<file path="config.mk">
export PLATFORM = sky130hd
export DESIGN_NAME = drawing_language_tokenizer_flat
export DESIGN_NICKNAME = d
export VERILOG_FILES = /design/src/sv/dlt_pkg.sv /design/src/sv/dlt_channels.sv /design/src/sv/dlt_decide.sv /design/src/sv/drawing_language_tokenizer.sv /design/src/flat_wrapper.sv
export VERILOG_INCLUDE_DIRS = /design/src /design/src/sv
export SDC_FILE = /design/constraint.sdc
export NUM_CORES = 1
export LEC_CHECK = 0
export BUFFER_PORTS_ARGS = -buffer_cell sky130_fd_sc_hd__buf_2
export CAP_MARGIN = 20
export CORE_UTILIZATION = 55
export DETAILED_ROUTE_END_ITERATION = 16
export MAX_ROUTING_LAYER = met4
export PLACE_DENSITY = 0.77
export SYNTH_ARGS = -nofsm -noshare
export SYNTH_HDL_FRONTEND = slang
export SYNTH_SLANG_ARGS = --single-unit
</file>
<file path="constraint.sdc">
create_clock -name i_clk -period 21.2 [get_ports i_clk]
set_clock_uncertainty 0.15 [all_clocks]
set_input_delay 2.12 -clock i_clk [delete_from_list [all_inputs] [get_ports i_clk]]
set_output_delay 2.12 -clock i_clk [all_outputs]
set_load 0.02 [all_outputs]
</file>
<file path="src/sv/drawing_language_tokenizer_macros.svh">
// ----------------------------------------------------------------------------
// drawing_language_tokenizer_macros
// Assertion macros used by the tokenizer RTL.
// ----------------------------------------------------------------------------
`ifndef DRAWING_LANGUAGE_TOKENIZER_MACROS_SVH
`define DRAWING_LANGUAGE_TOKENIZER_MACROS_SVH

// The condition must hold in the same cycle as the trigger.
`define DLT_ASSERT_IMPLY(lbl, clk, rst_n, trig, cond, msg) \
    lbl: assert property (@(posedge clk) disable iff (!rst_n) (trig) |-> (cond)) \
        else $error(msg);

// The condition must hold in the cycle after the trigger.
`define DLT_ASSERT_NEXT(lbl, clk, rst_n, trig, cond, msg) \
    lbl: assert property (@(posedge clk) disable iff (!rst_n) (trig) |=> (cond)) \
        else $error(msg);

`endif

</file>
<file path="src/sv/dlt_pkg.sv">
`timescale 1ns / 1ps
// ----------------------------------------------------------------------------
// dlt_pkg
// Types, constants and keyword tables for the drawing language tokenizer.
// ----------------------------------------------------------------------------
package dlt_pkg;

    localparam int LOOKAHEAD_DEPTH = 64;
    localparam int KEYWORD_COUNT   = 7;
    localparam int CNT_W           = $clog2(LOOKAHEAD_DEPTH + 1);
    localparam int BUF_AW          = $clog2(LOOKAHEAD_DEPTH);
    localparam int BUF_SIZE        = 2 ** BUF_AW;
    localparam int LEN_W           = 7;

    localparam logic [3:0] K_BAD     = 4'd7;
    localparam logic [3:0] K_COMMENT = 4'd8;
    localparam logic [3:0] K_IDENT   = 4'd9;
    localparam logic [3:0] K_NUMBER  = 4'd10;
    localparam logic [3:0] K_STRING  = 4'd11;
    localparam logic [3:0] K_POUND   = 4'd12;
    localparam logic [3:0] K_PERIOD  = 4'd13;
    localparam logic [3:0] K_EQUALS  = 4'd14;
    localparam logic [3:0] K_EOF     = 4'd15;

    // Keywords are right aligned; character 0 sits in the highest used byte.
    localparam logic [63:0] KW_TEXT [KEYWORD_COUNT] = '{
        64'("#Version"), 64'("#Name"), 64'("#Author"), 64'("#Drawing"),
        64'("#Region"), 64'("#Circle"), 64'("#Rect")
    };
    localparam logic [3:0] KW_LEN [KEYWORD_COUNT] = '{
        4'd8, 4'd5, 4'd7, 4'd8, 4'd7, 4'd7, 4'd5
    };

    typedef enum logic [3:0] {
        M_IDLE, M_KEYWORD, M_STRING, M_STAR, M_BLOCK, M_BLOCK_STAR,
        M_LINE, M_NUMBER, M_IDENT
    } t_mode;

    typedef enum logic [1:0] {
        ACT_APPEND, ACT_CONSUME, ACT_BACK
    } t_act;

    typedef struct packed {
        t_act                     act;
        logic                     emit;
        logic [3:0]               kind;
        logic [CNT_W-1:0]         len;
        logic                     ovf;
        t_mode                    nmode;
        logic [KEYWORD_COUNT-1:0] nalive;
        logic [1:0]               nfs;
    } t_decision;

    typedef struct packed {
        logic [3:0]       kind;
        logic [31:0]      start;
        logic [CNT_W-1:0] len;
        logic             ovf;
    } t_token;

    function automatic logic [7:0] kw_char(input int idx, input logic [3:0] pos);
        logic [63:0] w;
        logic [3:0]  sh;
        w  = KW_TEXT[idx];
        sh = KW_LEN[idx] - 4'd1 - pos;
        return w[{sh[2:0], 3'b000} +: 8];
    endfunction

endpackage

</file>
<file path="src/sv/dlt_channels.sv">
`timescale 1ns / 1ps
// ----------------------------------------------------------------------------
// dlt_channels
// Handshake channels for text bytes in and tokens out.
// ----------------------------------------------------------------------------
interface dlt_text_if;
    logic       valid;
    logic       ready;
    logic [7:0] text_byte;
    modport source (output valid, output text_byte, input ready);
    modport sink   (input valid, input text_byte, output ready);
endinterface

interface dlt_token_if;
    logic       valid;
    logic       ready;
    logic [3:0] token_kind;
    logic [31:0] token_start;
    logic [6:0] token_length;
    logic       lookahead_overflow;
    logic       last_of_run;
    modport source (output valid, output token_kind, output token_start,
                    output token_length, output lookahead_overflow,
                    output last_of_run, input ready);
    modport sink   (input valid, input token_kind, input token_start,
                    input token_length, input lookahead_overflow,
                    input last_of_run, output ready);
endinterface

</file>
<file path="src/sv/dlt_decide.sv">
`timescale 1ns / 1ps
// ----------------------------------------------------------------------------
// dlt_decide
// Judges one byte against the scan state and picks the buffer action.
// ----------------------------------------------------------------------------
module dlt_decide (
    input  logic [7:0]                        i_byte,
    input  dlt_pkg::t_mode                    i_mode,
    input  logic [dlt_pkg::CNT_W-1:0]         i_cnt,
    input  logic [dlt_pkg::KEYWORD_COUNT-1:0] i_alive,
    input  logic [1:0]                        i_fs,
    output dlt_pkg::t_decision                o_dec
);

    logic is_digit, is_lower, is_upper, is_space, is_end;
    logic [dlt_pkg::KEYWORD_COUNT-1:0] filt;
    dlt_pkg::t_decision d;
    logic [3:0] prov;

    assign is_digit = (i_byte >= 8'h30) && (i_byte <= 8'h39);
    assign is_lower = (i_byte >= 8'h61) && (i_byte <= 8'h7a);
    assign is_upper = (i_byte >= 8'h41) && (i_byte <= 8'h5a);
    assign is_space = (i_byte == 8'h20) || (i_byte == 8'h0a) || (i_byte == 8'h09) ||
                      (i_byte == 8'h08) || (i_byte == 8'h0c) || (i_byte == 8'h0b);
    assign is_end   = (i_byte == 8'h00) || (i_byte == 8'h0a);

    always_comb begin
        for (int i = 0; i < dlt_pkg::KEYWORD_COUNT; i++) begin
            filt[i] = i_alive[i] && (i_cnt < dlt_pkg::CNT_W'(9)) &&
                      ({{(dlt_pkg::CNT_W-1){1'b0}}, 1'b0} + dlt_pkg::CNT_W'(dlt_pkg::KW_LEN[i])
                       > i_cnt) &&
                      (dlt_pkg::kw_char(i, i_cnt[3:0]) == i_byte);
        end
    end

    always_comb begin
        unique case (i_mode)
            dlt_pkg::M_STRING:                         prov = dlt_pkg::K_STRING;
            dlt_pkg::M_STAR, dlt_pkg::M_LINE,
            dlt_pkg::M_BLOCK, dlt_pkg::M_BLOCK_STAR:   prov = dlt_pkg::K_COMMENT;
            dlt_pkg::M_NUMBER:                         prov = dlt_pkg::K_NUMBER;
            dlt_pkg::M_IDENT:                          prov = dlt_pkg::K_IDENT;
            default:                                   prov = dlt_pkg::K_POUND;
        endcase
    end

    always_comb begin
        d        = '0;
        d.act    = dlt_pkg::ACT_APPEND;
        d.emit   = 1'b0;
        d.kind   = dlt_pkg::K_BAD;
        d.len    = dlt_pkg::CNT_W'(1);
        d.ovf    = 1'b0;
        d.nmode  = i_mode;
        d.nalive = i_alive;
        d.nfs    = i_fs;
        unique case (i_mode)
            dlt_pkg::M_KEYWORD: begin
                if ((i_cnt == dlt_pkg::CNT_W'(1)) ? is_upper : is_lower) begin
                    d.nalive = filt;
                    if (filt == '0) begin
                        d.act  = dlt_pkg::ACT_BACK;
                        d.kind = dlt_pkg::K_POUND;
                    end
                end else begin
                    d.act  = dlt_pkg::ACT_BACK;
                    d.kind = dlt_pkg::K_POUND;
                    // Lowest-numbered matching keyword wins.
                    for (int i = dlt_pkg::KEYWORD_COUNT - 1; i >= 0; i--) begin
                        if (i_alive[i] && dlt_pkg::CNT_W'(dlt_pkg::KW_LEN[i]) == i_cnt) begin
                            d.kind = 4'(i);
                            d.len  = i_cnt;
                        end
                    end
                end
            end
            dlt_pkg::M_STRING: begin
                if (i_byte == 8'h5d) begin
                    d.act  = dlt_pkg::ACT_CONSUME;
                    d.kind = dlt_pkg::K_STRING;
                end else if (is_end) begin
                    d.act  = dlt_pkg::ACT_BACK;
                end
            end
            dlt_pkg::M_STAR: begin
                if (i_byte == 8'h2a) begin
                    d.nmode = dlt_pkg::M_BLOCK;
                end else if (is_end) begin
                    d.act  = dlt_pkg::ACT_BACK;
                    d.kind = dlt_pkg::K_COMMENT;
                    d.len  = i_cnt;
                end else begin
                    d.nmode = dlt_pkg::M_LINE;
                end
            end
            dlt_pkg::M_LINE: begin
                if (is_end) begin
                    d.act  = dlt_pkg::ACT_BACK;
                    d.kind = dlt_pkg::K_COMMENT;
                    d.len  = i_cnt;
                end
            end
            dlt_pkg::M_BLOCK: begin
                if (i_byte == 8'h00) d.act = dlt_pkg::ACT_BACK;
                else if (i_byte == 8'h2a) d.nmode = dlt_pkg::M_BLOCK_STAR;
            end
            dlt_pkg::M_BLOCK_STAR: begin
                if (i_byte == 8'h2a) begin
                    d.act  = dlt_pkg::ACT_CONSUME;
                    d.kind = dlt_pkg::K_COMMENT;
                end else if (i_byte == 8'h00) begin
                    d.act = dlt_pkg::ACT_BACK;
                end else begin
                    d.nmode = dlt_pkg::M_BLOCK;
                end
            end
            dlt_pkg::M_NUMBER: begin
                priority if (i_fs == 2'd0) begin
                    if (i_byte == 8'h2e) begin
                        d.nfs = 2'd1;
                    end else if (!is_digit) begin
                        d.act  = dlt_pkg::ACT_BACK;
                        d.kind = dlt_pkg::K_NUMBER;
                        d.len  = i_cnt;
                    end
                end else if (i_fs == 2'd1) begin
                    if (is_digit) begin
                        d.nfs = 2'd2;
                    end else begin
                        // The dot is handed back for rescanning.
                        d.act  = dlt_pkg::ACT_BACK;
                        d.kind = dlt_pkg::K_NUMBER;
                        d.len  = (i_cnt > dlt_pkg::CNT_W'(1)) ? i_cnt - dlt_pkg::CNT_W'(1)
                                                              : dlt_pkg::CNT_W'(1);
                    end
                end else begin
                    if (!is_digit) begin
                        d.act  = dlt_pkg::ACT_BACK;
                        d.kind = dlt_pkg::K_NUMBER;
                        d.len  = i_cnt;
                    end
                end
            end
            dlt_pkg::M_IDENT: begin
                if (!is_lower) begin
                    d.act  = dlt_pkg::ACT_BACK;
                    d.kind = dlt_pkg::K_IDENT;
                    d.len  = i_cnt;
                end
            end
            default: begin
                priority if (is_space) begin
                    d.act = dlt_pkg::ACT_CONSUME;
                end else if (i_byte == 8'h23) begin
                    d.nmode = dlt_pkg::M_KEYWORD;
                end else if (i_byte == 8'h5b) begin
                    d.nmode = dlt_pkg::M_STRING;
                end else if (i_byte == 8'h2a) begin
                    d.nmode = dlt_pkg::M_STAR;
                end else if (i_byte == 8'h00) begin
                    d.act  = dlt_pkg::ACT_CONSUME;
                    d.emit = 1'b1;
                    d.kind = dlt_pkg::K_EOF;
                end else if (i_byte == 8'h3d) begin
                    d.act  = dlt_pkg::ACT_CONSUME;
                    d.emit = 1'b1;
                    d.kind = dlt_pkg::K_EQUALS;
                end else if (i_byte == 8'h2e) begin
                    d.act  = dlt_pkg::ACT_CONSUME;
                    d.emit = 1'b1;
                    d.kind = dlt_pkg::K_PERIOD;
                end else if (is_digit || i_byte == 8'h2b || i_byte == 8'h2d) begin
                    d.nmode = dlt_pkg::M_NUMBER;
                    d.nfs   = 2'd0;
                end else if (is_lower) begin
                    d.nmode = dlt_pkg::M_IDENT;
                end else begin
                    d.act  = dlt_pkg::ACT_CONSUME;
                    d.emit = 1'b1;
                    d.kind = dlt_pkg::K_BAD;
                end
            end
        endcase

        // Anything outside idle that consumes or backs off yields a token.
        if (i_mode != dlt_pkg::M_IDLE && d.act != dlt_pkg::ACT_APPEND) d.emit = 1'b1;
        if (d.act == dlt_pkg::ACT_CONSUME) d.len = i_cnt + dlt_pkg::CNT_W'(1);
        if (d.len == '0) d.len = dlt_pkg::CNT_W'(1);
        if (d.act == dlt_pkg::ACT_BACK && d.len > i_cnt)
            d.len = (i_cnt != '0) ? i_cnt : dlt_pkg::CNT_W'(1);

        // A token that would outgrow the buffer is cut here.
        if (d.act == dlt_pkg::ACT_APPEND &&
            i_cnt >= dlt_pkg::CNT_W'(dlt_pkg::LOOKAHEAD_DEPTH - 1)) begin
            d.act  = dlt_pkg::ACT_CONSUME;
            d.emit = 1'b1;
            d.kind = prov;
            d.len  = i_cnt + dlt_pkg::CNT_W'(1);
            d.ovf  = 1'b1;
        end
        o_dec = d;
    end

endmodule

</file>
<file path="src/sv/drawing_language_tokenizer.sv">
`timescale 1ns / 1ps
`include "drawing_language_tokenizer_macros.svh"
// ----------------------------------------------------------------------------
// drawing_language_tokenizer
// Streaming scanner for a small drawing language, one text byte per word in,
// one token per word out.
// ----------------------------------------------------------------------------
//  Channel   Direction  Payload
//  i_text    in         text_byte (8b), 0 ends the text
//  o_token   out        token_kind, token_start, token_length,
//                       lookahead_overflow, last_of_run
//
// Every byte is written into a circular byte buffer at the address given by
// its stream offset. The pending token sits at the buffer's head and the
// bytes still to be scanned follow it directly, so a rescan after a failed
// string, comment or keyword only moves the read pointer back.
// One byte is judged per cycle unless the output stalls or a held token is flushed;
// rescanned bytes are read back from the buffer, and new text waits while any are pending.
// A step that yields tokens releases its last token from the hold register in a flush step.
// Reset clears the scan state; the buffer needs no clearing pass.
// The output register holds a word until the sink takes it; while it is
// full and stalled, the whole block holds.
module drawing_language_tokenizer (
    input  logic         i_clk,
    input  logic         i_rst_n,
    dlt_text_if.sink     i_text,
    dlt_token_if.source  o_token
);

    localparam int CW = dlt_pkg::CNT_W;
    localparam int AW = dlt_pkg::BUF_AW;

    logic [7:0] r_mem [dlt_pkg::BUF_SIZE];
    logic [7:0] r_rdata;

    dlt_pkg::t_mode                    r_mode, n_mode;
    logic [31:0]                       r_start, n_start;
    logic [CW-1:0]                     r_cnt, n_cnt;
    logic [CW-1:0]                     r_qlen, n_qlen;
    logic [dlt_pkg::KEYWORD_COUNT-1:0] r_alive, n_alive;
    logic [1:0]                        r_fs, n_fs;

    // A resolved token waits in the hold register until we know whether
    // another token of the same step follows it.
    logic            r_hold_v;
    dlt_pkg::t_token r_hold;
    logic            r_out_v;
    dlt_pkg::t_token r_out;
    logic            r_out_last;

    logic               enable, from_mem, take_in, proc, flush;
    logic [7:0]         cur_byte;
    logic [CW-1:0]      q_now;
    logic [CW:0]        q_back;
    dlt_pkg::t_decision dec;
    dlt_pkg::t_token    tok;
    logic [AW-1:0]      rd_addr, n_rd_addr;

    assign enable   = !r_out_v || o_token.ready;
    assign from_mem = (r_qlen != '0);
    assign i_text.ready = enable && !from_mem && !r_hold_v;
    assign take_in  = i_text.valid && i_text.ready;
    assign proc     = enable && (from_mem || take_in);
    assign flush    = enable && !from_mem && r_hold_v;
    assign cur_byte = from_mem ? r_rdata : i_text.text_byte;
    assign q_now    = from_mem ? r_qlen : CW'(1);
    assign rd_addr  = r_start[AW-1:0] + r_cnt[AW-1:0];

    dlt_decide u_decide (
        .i_byte  (cur_byte),
        .i_mode  (r_mode),
        .i_cnt   (r_cnt),
        .i_alive (r_alive),
        .i_fs    (r_fs),
        .o_dec   (dec)
    );

    assign tok.kind  = dec.kind;
    assign tok.start = r_start;
    assign tok.len   = dec.len;
    assign tok.ovf   = dec.ovf;
    assign q_back    = {1'b0, q_now} + {1'b0, r_cnt} - {1'b0, dec.len};

    always_comb begin
        n_mode  = r_mode;
        n_start = r_start;
        n_cnt   = r_cnt;
        n_qlen  = r_qlen;
        n_alive = r_alive;
        n_fs    = r_fs;
        if (proc) begin
            unique case (dec.act)
                dlt_pkg::ACT_APPEND: begin
                    n_cnt   = r_cnt + CW'(1);
                    n_qlen  = q_now - CW'(1);
                    n_mode  = dec.nmode;
                    n_alive = dec.nalive;
                    n_fs    = dec.nfs;
                end
                dlt_pkg::ACT_CONSUME: begin
                    n_start = r_start + 32'(r_cnt) + 32'd1;
                    n_cnt   = '0;
                    n_qlen  = q_now - CW'(1);
                    n_mode  = dlt_pkg::M_IDLE;
                    n_alive = '1;
                    n_fs    = '0;
                end
                default: begin
                    // Hand back everything after the emitted token.
                    n_start = r_start + 32'(dec.len);
                    n_cnt   = '0;
                    n_qlen  = q_back[CW-1:0];
                    n_mode  = dlt_pkg::M_IDLE;
                    n_alive = '1;
                    n_fs    = '0;
                end
            endcase
        end
    end

    assign n_rd_addr = n_start[AW-1:0] + n_cnt[AW-1:0];

    always_ff @(posedge i_clk) begin
        if (take_in) r_mem[rd_addr] <= i_text.text_byte;
        if (take_in && rd_addr == n_rd_addr) r_rdata <= i_text.text_byte;
        else r_rdata <= r_mem[n_rd_addr];
    end

    always_ff @(posedge i_clk) begin
        if (!i_rst_n) begin
            r_mode   <= dlt_pkg::M_IDLE;
            r_start  <= '0;
            r_cnt    <= '0;
            r_qlen   <= '0;
            r_alive  <= '1;
            r_fs     <= '0;
            r_hold_v <= 1'b0;
            r_out_v  <= 1'b0;
        end else begin
            r_mode  <= n_mode;
            r_start <= n_start;
            r_cnt   <= n_cnt;
            r_qlen  <= n_qlen;
            r_alive <= n_alive;
            r_fs    <= n_fs;
            if (proc && dec.emit) begin
                r_hold_v <= 1'b1;
                r_out_v  <= r_hold_v || (r_out_v && !o_token.ready);
            end else if (flush) begin
                r_hold_v <= 1'b0;
                r_out_v  <= 1'b1;
            end else begin
                r_out_v  <= r_out_v && !o_token.ready;
            end
        end
    end

    always_ff @(posedge i_clk) begin
        if (proc && dec.emit) begin
            r_hold <= tok;
            if (r_hold_v) begin
                r_out      <= r_hold;
                r_out_last <= 1'b0;
            end
        end else if (flush) begin
            r_out      <= r_hold;
            r_out_last <= 1'b1;
        end
    end

    assign o_token.valid              = r_out_v;
    assign o_token.token_kind         = r_out.kind;
    assign o_token.token_start        = r_out.start;
    assign o_token.token_length       = dlt_pkg::LEN_W'(r_out.len);
    assign o_token.lookahead_overflow = r_out.ovf;
    assign o_token.last_of_run        = r_out_last;

    `DLT_ASSERT_IMPLY(a_live_fits, i_clk, i_rst_n, 1'b1,
        ({1'b0, r_cnt} + {1'b0, r_qlen} <= (CW+1)'(dlt_pkg::LOOKAHEAD_DEPTH)),
        "buffered bytes exceed the lookahead depth")
    `DLT_ASSERT_IMPLY(a_idle_empty, i_clk, i_rst_n, r_mode == dlt_pkg::M_IDLE,
        r_cnt == '0, "idle scan state with a pending token")
    `DLT_ASSERT_IMPLY(a_hold_len, i_clk, i_rst_n, r_hold_v,
        (r_hold.len != '0) && (r_hold.len <= CW'(dlt_pkg::LOOKAHEAD_DEPTH)),
        "held token has an impossible length")
    `DLT_ASSERT_NEXT(a_flush_last, i_clk, i_rst_n, flush,
        r_out_v && r_out_last && !r_hold_v, "flushed token not marked last")

endmodule

</file>
<file path="src/flat_wrapper.sv">
// flat-port wrapper written by rule: the top's interface ports become plain ports
module drawing_language_tokenizer_flat 
  (i_clk, i_rst_n, i_text_valid, i_text_text_byte, i_text_ready, o_token_valid, o_token_token_kind, o_token_token_start, o_token_token_length, o_token_lookahead_overflow, o_token_last_of_run, o_token_ready);
  dlt_text_if i_text_i ();
  dlt_token_if o_token_i ();
  input  logic i_clk;
  input  logic i_rst_n;
  input wire logic [$bits(i_text_i.valid)-1:0] i_text_valid;
  input wire logic [$bits(i_text_i.text_byte)-1:0] i_text_text_byte;
  output wire logic [$bits(i_text_i.ready)-1:0] i_text_ready;
  output wire logic [$bits(o_token_i.valid)-1:0] o_token_valid;
  output wire logic [$bits(o_token_i.token_kind)-1:0] o_token_token_kind;
  output wire logic [$bits(o_token_i.token_start)-1:0] o_token_token_start;
  output wire logic [$bits(o_token_i.token_length)-1:0] o_token_token_length;
  output wire logic [$bits(o_token_i.lookahead_overflow)-1:0] o_token_lookahead_overflow;
  output wire logic [$bits(o_token_i.last_of_run)-1:0] o_token_last_of_run;
  input wire logic [$bits(o_token_i.ready)-1:0] o_token_ready;
  assign i_text_i.valid = i_text_valid;
  assign i_text_i.text_byte = i_text_text_byte;
  assign i_text_ready = i_text_i.ready;
  assign o_token_valid = o_token_i.valid;
  assign o_token_token_kind = o_token_i.token_kind;
  assign o_token_token_start = o_token_i.token_start;
  assign o_token_token_length = o_token_i.token_length;
  assign o_token_lookahead_overflow = o_token_i.lookahead_overflow;
  assign o_token_last_of_run = o_token_i.last_of_run;
  assign o_token_i.ready = o_token_ready;
  drawing_language_tokenizer u_core (.i_clk(i_clk), .i_rst_n(i_rst_n), .i_text(i_text_i), .o_token(o_token_i));
endmodule
</file>
==> flow_summary_export.csv <==
group,metric,value,unit
clock_network,clkSinkCount,668,
synthesis,synth_compound_area_share,11.5,%
clock_network,htree_num_levels,3,
floorplanning,dieArea,58800,um^2
layout,drive_gt1_share,10.2,%
worst_setup_path,cp_slowest_stage_delay,0.94,ns
clock_network,root_buffer,"clkbuf_16",
power_and_ir_drop,power_leakage,12.0,nW
synthesis,synthTopCellsByArea,"edfxtp_1 (57%), mux2i_1 (8.0%), dfxtp_1 (4.2%)",
synthesis,synth_fp_nets,2536,
synthesis,synthArstFlopShare,0,%
layout,fin_cells,3308,
synthesis,synth-edff-count,601,
synthesis,ys_seq_area_share,60.9,%
worst_setup_path,worstSetupPathType,"reg -> reg",
global_routing,grt_pass1_vias,21000,
power_and_ir_drop,pwr_density_cell,141,nW/um^2
drt,viasPerCell,6.50,
drt,vias,21500,
clock_network,post-cts-setup-buffer-count,0,
drt,drc,0,
floorplanning,coreArea,56800,um^2
floorplanning,die_h,243,um
clock_network,post_cts_resized,0,
sta,setup_tns,0,ns
synthesis,yosys.area_share.xor_xnor,2.00,%
clock_network,numCtsBuffers,69,
clock_network,cts_tree,"done",
worst_setup_path,worstPathArrival,12.62,ns
worst_setup_path,crit_path_start_kind,"flip-flop",
synthesis,synth_top_area_share,56.7,%
hold_path,holdPathEnd,"u_core.o_token.token_length[1]",
hold_path,holdPathStages,0,
clock_network,clk_path_buf_depth,3,
sta,finalHoldViolations,0,
synthesis,synth-main-ff-cell,"edfxtp_1",
layout,area_growth,9.52,%
sta,worstMarginPinSlew,1.11,ns
worst_setup_path,timing.rr.end,"u_core.r_start[22]",
worst_setup_path,crit_top_cell,"o21ai_0",
clock_network,cts_hold_buf,0,
sta,slew_violations,0,
global_routing,globalRouteOverflowTotal,0,
synthesis,syn_avg_cell_area,12.9,um^2
hold_path,hp-start,"u_core.r_hold[2]",
floorplanning,die_x,243,um
floorplanning,start_util,56.0,%
layout,fin_util,61.3,%
synthesis,synth-simple-area-share,10.7,%
synthesis,yosysTopAreaCell,"edfxtp_1",
drt,drtPass1Iterations,8,
worst_setup_path,endpoint_kind,"flip-flop",
sta,period_share,57.7,%
run,drv_cap,0,
synthesis,synth_top_family_by_area,"compound AO/OA/AOI/OAI gates",
synthesis,yosys-mux-area-fraction,8.98,%
floorplanning,row_count,87,
outcome,status,"finished clean",
worst_setup_path,path_max_fanout,54,
synthesis,ys_ff_latch,668,
worst_setup_path,worstPathRequired,21.59,ns
hold_path,hp-class,"reg -> reg",
global_routing,antenna_found_initial,2,
synthesis,synth-adder-area-share,2.51,%
worst_setup_path,cp_slowest_cell,"dfxtp_4",
sta,fin_crit,12.23,ns
layout,nNetsFinal,2564,
synthesis,ys_warn_count,0,
global_routing,grt_use_total,29.9,%
global_routing,grt_pass1_wl,129,mm
floorplanning,ios,59,
sta,finalSetupViolations,0,
sta,rsz0062_at_grt,"false",
drt,ant_nets,0,
worst_setup_path,rr_worst_depth,45,
synthesis,netlist_area,31800,um^2
placement,port_buffers,58,
global_routing,grt_max_degree,73,
clock_network,clk_pin_slew,0.06,ns
power_and_ir_drop,ir_drop,0.000117,V
sta,slew_headroom,25.4,%
drt,routed_wl,85.5,mm
synthesis,synth.distinct_cells,106,
sta,hold-worst-slack,0.263,ns
placement,dp_hpwl,57.0,mm
clock_network,clock_latency,0.64,ns
drt,detail_route.wl_per_cell,25.8,um
sta,fmax,0.0817,GHz
placement,place.gp.congestion,0.951,
layout,fin_area,34800,um^2
synthesis,synthCells,2467,
placement,dp_cells,3179,
placement,place_area,32600,um^2
worst_setup_path,ff2ff_setup_slack,8.97,ns
drt,drtIter0Drc,2245,
Yosys cell counts (51+ instances only):
master	count
a21oi_1	90
a22oi_1	124
clkbuf_1	73
dfxtp_1	67
edfxtp_1	601
inv_1	57
mux2i_1	254
nand2_1	144
nand3_1	90
nor2_1	179
nor3_1	52
o21ai_0	87
xnor2_1	51
per-layer routing:
layer	up-vias	wire (um)	part of all wire, %	GRT usage, %
li1	9576	-	-	-
met4	0	3000	3.5	11.2
met3	196	6350	7.4	4.20
met2	1085	41300	48	47.6
met5	-	0	0	-
met1	10700	34800	41	39.0
worst max-delay path: cells and delay by family (launching register included):
| family | cells | cell delay [ns] |
|---|---|---|
| adder cells (fa/ha/maj) | 3 | 0.92 |
| buffers and inverters | 4 | 1.54 |
| multiplexers | 1 | 0.28 |
| AO/OA/AOI/OAI | 21 | 4.80 |
| AND/OR/NAND/NOR | 16 | 3.44 |
| flip-flops | 1 | 0.94 |
placed cells by master (no fill, tap or decap), drive strengths merged, types with 7 or more instances in the layout:
cell     instances
a211oi          14
nor2           182
nor2b           24
nor4            16
or4              8
mux2            12
clkbuf          92
mux4             8
and4             9
mux2i          254
xor2            19
edfxtp         601
inv             60
buf             97
clkinv          29
a21o            12
ha              47
a21boi           7
and3            27
xnor2           51
nand4           21
a21oi           92
o21ai           93
dfxtp           67
a22oi          124
nand2          146
nor4b            7
and2            29
o211ai           9
nand3           90
nor3            53
or3             20
o31ai           12
a221oi          15
a2111oi          7
nand2b          21
a31oi           36
fa              10
sequential cells by signal, summed over array words and instances (netlist names), named ones only:
name,cells
u_core.o_token.token_kind,4
u_core.o_token.lookahead_overflow,1
u_core.r_start,32
u_core.r_fs,2
u_core.o_token.last_of_run,1
u_core.r_cnt,7
u_core.r_mem,512
u_core.r_qlen,7
u_core.r_hold,44
u_core.o_token.valid,1
u_core.o_token.token_length,7
u_core.o_token.token_start,32
u_core.r_hold_v,1
u_core.r_alive,7
u_core.r_mode,4
logic make-up (layout without fill, tap and decap cells):
kind of cell             after synthesis  count (layout)
other                                  0               1
buffers and inverters                200             284
flip-flops                           668             668
adder cells (fa/ha/maj)               58              58
AO/OA/AOI/OAI                        518             518
multiplexers                         274             274
AND/OR/NAND/NOR                      678             678
XOR/XNOR                              71              71
how the worst max path moves through the flow:
stage                                    end  slack (ns)  depth (start not counted)
after floorplan           u_core.r_start[22]       11.69                         44
after global placement    u_core.r_start[22]        9.59                         45
after detailed placement  u_core.r_start[22]        9.25                         45
after CTS                 u_core.r_start[22]        9.26                         45
after global routing      u_core.r_start[22]        8.13                         45
final                     u_core.r_start[22]        8.97                         45
layout make-up:
| type | instances | area [um^2] |
|---|---|---|
| timing repair buffer | 97 | 581 |
| clock buffer | 92 | 1850 |
| antenna | 1 | 2.50 |
| sequential | 668 | 19400 |
| clock inverter | 35 | 420 |
| multi-input combinational | 1599 | 11400 |
| tap | 756 | 946 |
| inverter | 60 | 225 |
| fill | 4367 | 22000 |
power breakdown:
part / switching (mW) / leakage [nW] / internal [mW]
registers: 0.0782 / 6.04 / 1.59
clock network: 0.520 / 1.09 / 0.689
logic: 1.39 / 4.87 / 0.667
total: 1.99 / 12.0 / 2.94
through the flow:
step | setup slack [ns] | power (mW)
6_report | 8.97 | 4.93
5_1_grt | 8.13 | 5.12
4_1_cts | 9.26 | 4.90
3_5_place_dp | 9.25 | 3.70
3_3_place_gp | 9.59 | 3.68
2_1_floorplan | 11.69 | 3.10
No activity file was read; power rests on OpenSTA's default activity.
